**src/rtl/touch_two_point_calibration_defines.svh**
```systemverilog
// Assertion macros for the touch calibration block.
// Used by the top level; expects signals named clock and reset in scope.
`ifndef TOUCH_TWO_POINT_CALIBRATION_DEFINES_SVH
`define TOUCH_TWO_POINT_CALIBRATION_DEFINES_SVH
`ifndef SYNTHESIS
`define TTPC_ASSERT(label, prop, msg) \
   label: assert property (@(posedge clock) disable iff (reset) (prop)) else $error(msg);
`define TTPC_ASSERT_IMPLY(label, ante, cons, msg) \
   label: assert property (@(posedge clock) disable iff (reset) (ante) |-> (cons)) \
      else $error(msg);
`else
`define TTPC_ASSERT(label, prop, msg)
`define TTPC_ASSERT_IMPLY(label, ante, cons, msg)
`endif
`endif

```
**src/rtl/ttpc_pkg.sv**
```systemverilog
// Shared types and constants for the touch calibration block.
// No dependencies; used by ttpc_axis and touch_two_point_calibration.
package ttpc_pkg;

   localparam int RAW_W       = 12;
   localparam int EVENT_W     = 8;
   localparam int EDGE_MARGIN = 20;
   localparam int DIFF_W      = RAW_W + 1;
   localparam int PROD_W      = 2 * DIFF_W;
   localparam int QUOT_W      = 24;
   localparam int DIV_STEPS   = QUOT_W;
   // input register, multiply, magnitude, divider steps, output stage
   localparam int LATENCY     = DIV_STEPS + 4;

   localparam int CSR_INDEX_W = 3;
   localparam logic [CSR_INDEX_W-1:0] CSR_CAL_X_FIRST   = 3'd0;
   localparam logic [CSR_INDEX_W-1:0] CSR_CAL_Y_FIRST   = 3'd1;
   localparam logic [CSR_INDEX_W-1:0] CSR_CAL_X_SECOND  = 3'd2;
   localparam logic [CSR_INDEX_W-1:0] CSR_CAL_Y_SECOND  = 3'd3;
   localparam logic [CSR_INDEX_W-1:0] CSR_SCREEN_WIDTH  = 3'd4;
   localparam logic [CSR_INDEX_W-1:0] CSR_SCREEN_HEIGHT = 3'd5;

   localparam logic [RAW_W-1:0] SCREEN_SIZE_RESET = 12'd40;

   typedef struct packed {
      logic [RAW_W-1:0]   raw_x;
      logic [RAW_W-1:0]   raw_y;
      logic [EVENT_W-1:0] touch_event;
   } req_type;

   typedef struct packed {
      logic [RAW_W-1:0]   pixel_x;
      logic [RAW_W-1:0]   pixel_y;
      logic [EVENT_W-1:0] event_out;
      logic               cal_error;
   } rsp_type;

endpackage

```
**src/rtl/ttpc_axis.sv**
```systemverilog
// One axis of the calibration datapath: difference, multiply by span,
// bit-per-stage restoring divide, offset and clamp. Uses ttpc_pkg.
module ttpc_axis (
   input  logic                        clock,
   input  logic                        adv,
   input  logic [ttpc_pkg::RAW_W-1:0]  raw,
   input  logic [ttpc_pkg::RAW_W-1:0]  first,
   input  logic [ttpc_pkg::RAW_W-1:0]  second,
   input  logic [ttpc_pkg::RAW_W-1:0]  size,
   output logic [ttpc_pkg::RAW_W-1:0]  pixel,
   output logic                        bad
);

   localparam int RW = ttpc_pkg::RAW_W;
   localparam int DW = ttpc_pkg::DIFF_W;
   localparam int PW = ttpc_pkg::PROD_W;
   localparam int QW = ttpc_pkg::QUOT_W;
   localparam int NS = ttpc_pkg::DIV_STEPS;

   // calibration values must stay static while items are in flight; the block does not enforce this
   logic signed [DW-1:0] span;
   logic signed [DW-1:0] den;
   logic [RW-1:0]        den_abs;
   logic                 den_zero;

   assign span     = $signed({1'b0, size}) - DW'(2 * ttpc_pkg::EDGE_MARGIN);
   assign den      = $signed({1'b0, second}) - $signed({1'b0, first});
   assign den_abs  = den[DW-1] ? RW'(-den) : den[RW-1:0];
   assign den_zero = (first == second);

   // stage 1: raw difference
   logic signed [DW-1:0] diff_ff;
   // stage 2: product
   logic signed [PW-1:0] prod_ff;
   logic signed [PW-1:0] prod_in;
   // stage 3: magnitude and result sign
   logic [QW-1:0]        mag_ff;
   logic                 neg_ff;
   logic signed [PW-1:0] prod_abs;

   assign prod_in  = diff_ff * span;
   assign prod_abs = prod_ff[PW-1] ? -prod_ff : prod_ff;

   always_ff @(posedge clock) begin
      if (adv) begin
         diff_ff <= $signed({1'b0, raw}) - $signed({1'b0, first});
         prod_ff <= prod_in;
         mag_ff  <= prod_abs[QW-1:0];
         neg_ff  <= prod_ff[PW-1] ^ den[DW-1];
      end
   end

   // divider: each stage retires one quotient bit; numerator bits shift out
   // the top of nq while quotient bits shift in at the bottom
   logic [RW-1:0] rem_ff [NS];
   logic [QW-1:0] nq_ff  [NS];
   logic          sgn_ff [NS];

   genvar k;
   generate
      for (k = 0; k < NS; k++) begin : g_step
         logic [RW-1:0] rem_src;
         logic [QW-1:0] nq_src;
         logic          sgn_src;
         logic [RW:0]   trial;
         logic          fits;

         if (k == 0) begin : g_first
            assign rem_src = '0;
            assign nq_src  = mag_ff;
            assign sgn_src = neg_ff;
         end else begin : g_next
            assign rem_src = rem_ff[k-1];
            assign nq_src  = nq_ff[k-1];
            assign sgn_src = sgn_ff[k-1];
         end

         assign trial = {rem_src, nq_src[QW-1]};
         assign fits  = (trial >= {1'b0, den_abs});

         always_ff @(posedge clock) begin
            if (adv) begin
               rem_ff[k] <= fits ? RW'(trial - {1'b0, den_abs}) : trial[RW-1:0];
               nq_ff[k]  <= {nq_src[QW-2:0], fits};
               sgn_ff[k] <= sgn_src;
            end
         end
      end
   endgenerate

   // output stage: sign, offset, clamp to 0..size
   logic signed [PW-1:0] quot;
   logic signed [PW-1:0] offs;
   logic [RW-1:0]        pixel_ff;
   logic [RW-1:0]        pixel_in;
   logic                 bad_ff;

   always_comb begin
      if (den_zero) begin
         quot = '0;
      end else if (sgn_ff[NS-1]) begin
         quot = -$signed({{(PW-QW){1'b0}}, nq_ff[NS-1]});
      end else begin
         quot = $signed({{(PW-QW){1'b0}}, nq_ff[NS-1]});
      end
      offs = quot + PW'(ttpc_pkg::EDGE_MARGIN);
      if (offs < 0) begin
         pixel_in = '0;
      end else if (offs > $signed({{(PW-RW){1'b0}}, size})) begin
         pixel_in = size;
      end else begin
         pixel_in = offs[RW-1:0];
      end
   end

   always_ff @(posedge clock) begin
      if (adv) begin
         pixel_ff <= pixel_in;
         bad_ff   <= den_zero;
      end
   end

   assign pixel = pixel_ff;
   assign bad   = bad_ff;

endmodule

```
**config.mk**
```make
export PLATFORM = sky130hd
export DESIGN_NAME = ttpc_axis
export DESIGN_NICKNAME = d
export VERILOG_FILES = /design/src/rtl/touch_two_point_calibration_defines.svh /design/src/rtl/ttpc_pkg.sv /design/src/rtl/ttpc_axis.sv
export SDC_FILE = /design/constraint.sdc
export NUM_CORES = 2
export LEC_CHECK = 0
export BUFFER_PORTS_ARGS = -buffer_cell sky130_fd_sc_hd__clkbuf_2
export CAP_MARGIN = 20
export CORE_MARGIN = 1.5
export CORE_UTILIZATION = 60
export CTS_CLUSTER_DIAMETER = 60
export CTS_CLUSTER_SIZE = 28
export DETAILED_ROUTE_END_ITERATION = 12
export PLACE_DENSITY = 0.76
export SLEW_MARGIN = 20
export SYNTH_ARGS = -nofsm -noshare
export SYNTH_HDL_FRONTEND = slang
export SYNTH_SLANG_ARGS = --single-unit
```
**constraint.sdc**
```tcl
create_clock -name clock -period 10.8 [get_ports clock]
set_input_delay 2.16 -clock clock [delete_from_list [all_inputs] [get_ports clock]]
set_output_delay 2.16 -clock clock [all_outputs]
set_load 0.005 [all_outputs]
```
# After elaboration in Yosys (flattened, before gate mapping)
# Memory sizes are Yosys's and may differ from the RTL's.
# Index checks and enable logic that the tools add are counted.
word_totals:
  ff_bits: 77
  latch_bits: 0
  mem_bits_rw: 888
  romBits: 0
  in_bits: 50
  output_inout_bits: 13
  n_memories: 3
op_classes:
  n_addsub: 31
  multipliers: 1
  div: 0
  n_lt_le_gt_ge: 26
  eq_ne: 1
  shifts: 0
  muxes: 31
  bitwise_logic: 1
  n_reduce_logical: 0
memory_table:
  columns: ["memory", "words", "width", "read_ports", "rd_ports_with_merged_regs", "write_ports", "line_no", "source"]
  rows:
  - ["nq_ff", 24, 24, 24, 0, 24, "ttpc_axis.sv:56", "logic [QW-1:0] nq_ff [NS];"]
  - ["rem_ff", 24, 12, 23, 0, 24, "ttpc_axis.sv:55", "logic [RW-1:0] rem_ff [NS];"]
  - ["sgn_ff", 24, 1, 24, 0, 24, "ttpc_axis.sv:57", "logic sgn_ff [NS];"]
op_table:
  columns: ["operator", "n"]
  rows:
  - ["$mux W12", 26]
  - ["$ge A13 B12 Y1", 23]
  - ["$sub A12 B12 Y12", 23]
  - ["$mux W26", 2]
  - ["$add A26 B6 Y26 const B", 1]
  - ["$gt A26 B13 Y1", 1]
  - ["$lt A26 B1 Y1 const B", 1]
  - ["$mul A13 B13 Y26", 1]
  - ["$neg A24 Y26", 1]
  - ["$sub A12 B12 Y13", 2]
  - ["$mux W24", 1]
  - ["$neg A24 Y24", 1]
  - ["$sub A12 B6 Y13 const B", 1]
  - ["$eq A12 B12 Y1", 1]
  - ["$ge A1 B12 Y1", 1]
  - ["$neg A12 Y12", 1]
  - ["$sub A1 B12 Y12", 1]
  - ["$mux W1", 2]
  - ["$xor A1 B1 Y1", 1]

# Longest topological paths before layout
# An unclocked memory read counts as a cell.
depth:
  word_depth: 7
  mapped_depth: 28
  mapped_depth_nobuf: 26

# Worst setup path before layout
# OpenSTA, ideal clock, no wires.
synth_path:
  kind: "in2reg"
  start: "in second[0] in the netlist's numbering"
  end: "mem rem_ff[0][75] in the netlist's numbering (data pin)"
  setup_ps: 260
  arrival_ps: 9486
  t_required_ps: 10540
  setup_slack_ps: 1055
  stages: 22
  n_path_buf: 1
  path_cell_list: "inv_1 -> ha_1 -> inv_1 -> fa_1 -> nand3_1 -> a211oi_1 -> o21ba_2 -> nor3_1 -> nor2_1 -> a21oi_1 -> ha_1 -> nor2b_1 -> o21ai_0 -> a21boi_0 -> o21ai_0 -> a21boi_0 -> o21ai_0 -> a21o_1 -> nand2_1 -> o21ai_0 -> clkbuf_1 -> mux2_2"
synth_lines:
  columns: ["item", "line_no", "source"]
  rows:
  - ["start, declared", "ttpc_axis.sv:8", "input logic [ttpc_pkg::RAW_W-1:0] second,"]
  - ["end, declared", "ttpc_axis.sv:55", null]

# Worst setup path after layout
layout_path:
  start: "in size[3] in the netlist's numbering"
  end: "reg prod_ff[22] (data pin)"
layout_via:
  elab_chain_len: 2
layout_lines:
  columns: ["item", "line_no", "source"]
  rows:
  - ["start, declared", "ttpc_axis.sv:9", "input logic [ttpc_pkg::RAW_W-1:0] size,"]
  - ["$sub A12 B6 Y13", "ttpc_axis.sv:26", "assign span = $signed({1'b0, size}) - DW'(2 * ttpc_pkg::EDGE_MARGIN);"]
  - ["$mul A13 B13 Y26", "ttpc_axis.sv:41", "assign prod_in = diff_ff * span;"]
  - ["via prod_in[22]", "ttpc_axis.sv:35", "logic signed [PW-1:0] prod_in;"]
  - ["end signal, assigned", "ttpc_axis.sv:47", "prod_ff <= prod_in;"]
  - ["end, declared", "ttpc_axis.sv:34", "logic signed [PW-1:0] prod_ff;"]
# The timed path passes the listed nets, and every way through them passes these cells.
# A chain may end at the register's enable or synchronous reset.

==> results.sh <==
export IMPL_critical_path_startpoint_type="input port"
export IMPL_cp_end_kind="register"
export IMPL_detailed_place_hpwl_um=73720
export IMPL_clock_skew_final_ps=48.73
export IMPL_final_min_period_over_clock_period_pct=84.18
export IMPL_cts_buffer_depth=3
export IMPL_arrival_ps=9500
export IMPL_syn_area_um2=53310
export IMPL_timing_setup_tns_ps=0
export IMPL_clock_fmax_mhz=110.0
export IMPL_cap_viol_max_count=0
export IMPL_insertedDiodeCount=0
export IMPL_criticalPathCategory="in -> reg"
export IMPL_run_status="finished clean"
export IMPL_hold_viol=0
export IMPL_initial_antenna_violation_count=0
export IMPL_initial_drt_markers=2416
export IMPL_place_gp_congestion=0.8765
export IMPL_grtUsageTotal_pct=23.82
export IMPL_cts_hold_fix_buffers=0
export IMPL_holdPathStages=0
export IMPL_nNetsFinal=4963
export IMPL_worst_slew_pin_transition_ps=1116
export IMPL_synthesis_instances=4249
export IMPL_yosysSeqAreaShare_pct=53.63
export IMPL_grt_first_pass_wirelength_um=169200
export IMPL_dieArea_um2=90640
export IMPL_first_global_vias=32092
export IMPL_cp_required_ps=11200
export IMPL_timing_max_slew_rel_slack_pct=25.46
export IMPL_area_growth_synth_to_final_pct=8.553
export IMPL_globalRouteOverflowTotal=0
export IMPL_final_period_minus_worst_setup_slack_ps=9091
export IMPL_clk_pin_slew_worst_paths_ps=100
export IMPL_detail_route_vias_per_cell=5.894
export IMPL_clk_latency_ps=660
export IMPL_rsz0062_at_grt="no"
export IMPL_drt_pass1_iterations=5
export IMPL_rows=109
export IMPL_netlist_cell_type_count=78
export IMPL_io_pin_count=63
export IMPL_synth_area_leaders="edfxtp_1 (54%), ha_1 (9.1%), fa_1 (7.0%)"
export IMPL_routed_wire_length_per_instance_um=19.02
export IMPL_critical_path_max_fanout=13
export IMPL_cts_h_tree_lvls=3
export IMPL_numCtsBuffers=70
export IMPL_final_count_of_pins_violating_max_slew=0
export IMPL_tritoncts_clock_tree="built"
export IMPL_layout_drive_gt1_share_pct=10.71
export IMPL_route_final_wire_length_um=105800
export IMPL_holdWs_ps=386.5
export IMPL_via_count=32790
export IMPL_root_buffer="clkbuf_16"
export IMPL_cell_type_contributing_the_most_total_cell_area_after_synthesis="edfxtp_1"
export IMPL_ctsResizeCount=0
export IMPL_syn_mean_instance_area_um2=12.55
export IMPL_dieHeight_um=301.1
export IMPL_synthFlopType="edfxtp_1"
export IMPL_post_cts_setup_buffer_count=0
export IMPL_maximum_number_of_pins_on_one_net_before_global_route_repair=191
export IMPL_synth_warning_count=0
export IMPL_worst_path_largest_cell_delay_ps=560
export IMPL_edff_count_synth=952
export IMPL_placed_cells=5434
export IMPL_clock_sinks=952
export IMPL_crit_path_frequent_cell="fa_1"
export IMPL_critical_path_s_slowest_cell="fa_1"
export IMPL_reg2regPathDepth=22
export IMPL_synth_top_cell_area_share_pct=53.63
export IMPL_fill_cells=6286
export IMPL_async_sr_flop_fraction_pct=0
export IMPL_placement_io_buffers=62
export IMPL_drtAntennaViolNets=0
export IMPL_hold_class="reg -> reg"
export IMPL_postSynthRegisterBits=952
export IMPL_floorplan_die_width_um=301.1
export IMPL_start_util_pct=60.41
export IMPL_finish_cell_count_without_fillers=5563
export IMPL_core_um2=88240
export IMPL_final_core_utilization_pct=65.58
export IMPL_report_final_setup_viol=0
export IMPL_drcViolationCount=0
export IMPL_synth_fp_nets=4871
-- cells in the final DEF, fill, tap and decap left out, types with 71 or more instances in the layout --
| cell type | Yosys | routed |
|---|---|---|
| nand4_1 | 75 | 75 |
| xnor2_1 | 170 | 166 |
| fa_1 | 186 | 186 |
| nor2_1 | 264 | 260 |
| o21ai_0 | 184 | 184 |
| a21oi_1 | 156 | 155 |
| nor3_1 | 72 | 71 |
| nand2_1 | 332 | 332 |
| edfxtp_1 | 952 | 952 |
| ha_1 | 386 | 386 |
| nor2b_1 | 83 | 83 |
| inv_1 | 369 | 368 |
| mux2_2 | 161 | 161 |
-- routing by layer --
layer,global-route usage (%),vias to the layer above,routed length [um]
li1,-,15723,-
met1,32.44,16019,44830
met2,39.50,852,51450
met3,3.379,196,6205
met4,8.160,0,3310
met5,0,-,0
-- state kept, by name, summed over array words and instances, names as in the netlist --
register,cells
prod_ff,25
g_step.sgn_src,1
nq_ff,576
diff_ff,13
bad,1
sgn_ff,24
rem_ff,276
g_step.nq_src,24
pixel,12
-- synthesized netlist by cell type, types with 23 or more instances --
| library cell | n |
|---|---|
| and2_1 | 37 |
| nor2b_1 | 83 |
| mux2i_1 | 39 |
| a211oi_1 | 23 |
| fa_1 | 186 |
| or2_2 | 26 |
| o31ai_1 | 64 |
| or3_1 | 34 |
| edfxtp_1 | 952 |
| xnor2_1 | 170 |
| ha_1 | 386 |
| inv_1 | 369 |
| nor4_1 | 29 |
| a21o_1 | 32 |
| a21boi_0 | 51 |
| a21oi_1 | 156 |
| nand4_1 | 75 |
| o21a_1 | 58 |
| nand2b_1 | 54 |
| clkbuf_1 | 63 |
| nand2_1 | 332 |
| or4_1 | 24 |
| mux2_2 | 161 |
| o31a_1 | 28 |
| nor2_1 | 264 |
| nor3_1 | 72 |
| nand3_1 | 48 |
| xor2_1 | 61 |
| o21ai_0 | 184 |
-- critical path: cells and delay by family --
family          cells  cell delay (ps)
buf+inv             5              770
xor+xnor            2              490
compound gates      7             1690
fa+ha+maj           8             3740
simple gates        3              640
-- per-stage QoR --
stage          area (um^2)  worst slack (ps)
2_1_floorplan        53310              1055
3_3_place_gp         55220              1262
3_5_place_dp         55220              1115
4_1_cts              57860              1776
5_1_grt              57870              1346
6_report             57870              1709
-- area by class of cell --
type                            instances  area [um^2]  area share (%)
Timing Repair Buffer                  104        648.1           1.120
Inverter                              370         1389           2.400
Clock buffer                           70         1752           3.027
Tap cell                             1165         1458           2.519
Clock inverter                         59        887.1           1.533
Sequential cell                       952        28590           49.40
Multi-Input combinational cell       2843        23140           40.00
-- path summary, 6_finish.rpt --
path                            slack (ps)         start      endpoint
worst max-delay path                  1710       size[3]   prod_ff[22]
worst min-delay path                   390  nq_ff[1][16]  nq_ff[1][41]
worst max register to register        4060    diff_ff[4]   prod_ff[22]
worst min register to register         390  nq_ff[1][16]  nq_ff[1][41]
-- logic make-up after synthesis --
family                     Yosys count  synth area share, %
DFF                                952                53.63
adders and majority gates          572                16.05
buffers and inverters              454                3.277
muxes                              200                4.133
xor gates and xnor gates           231                3.795
AOI/OAI and AO/OA                  715                8.760
and+or+nand+nor                   1125                10.36
Power is not shown: default switching activity piles up to over one toggle a cycle in this logic, so the estimate is an artifact.
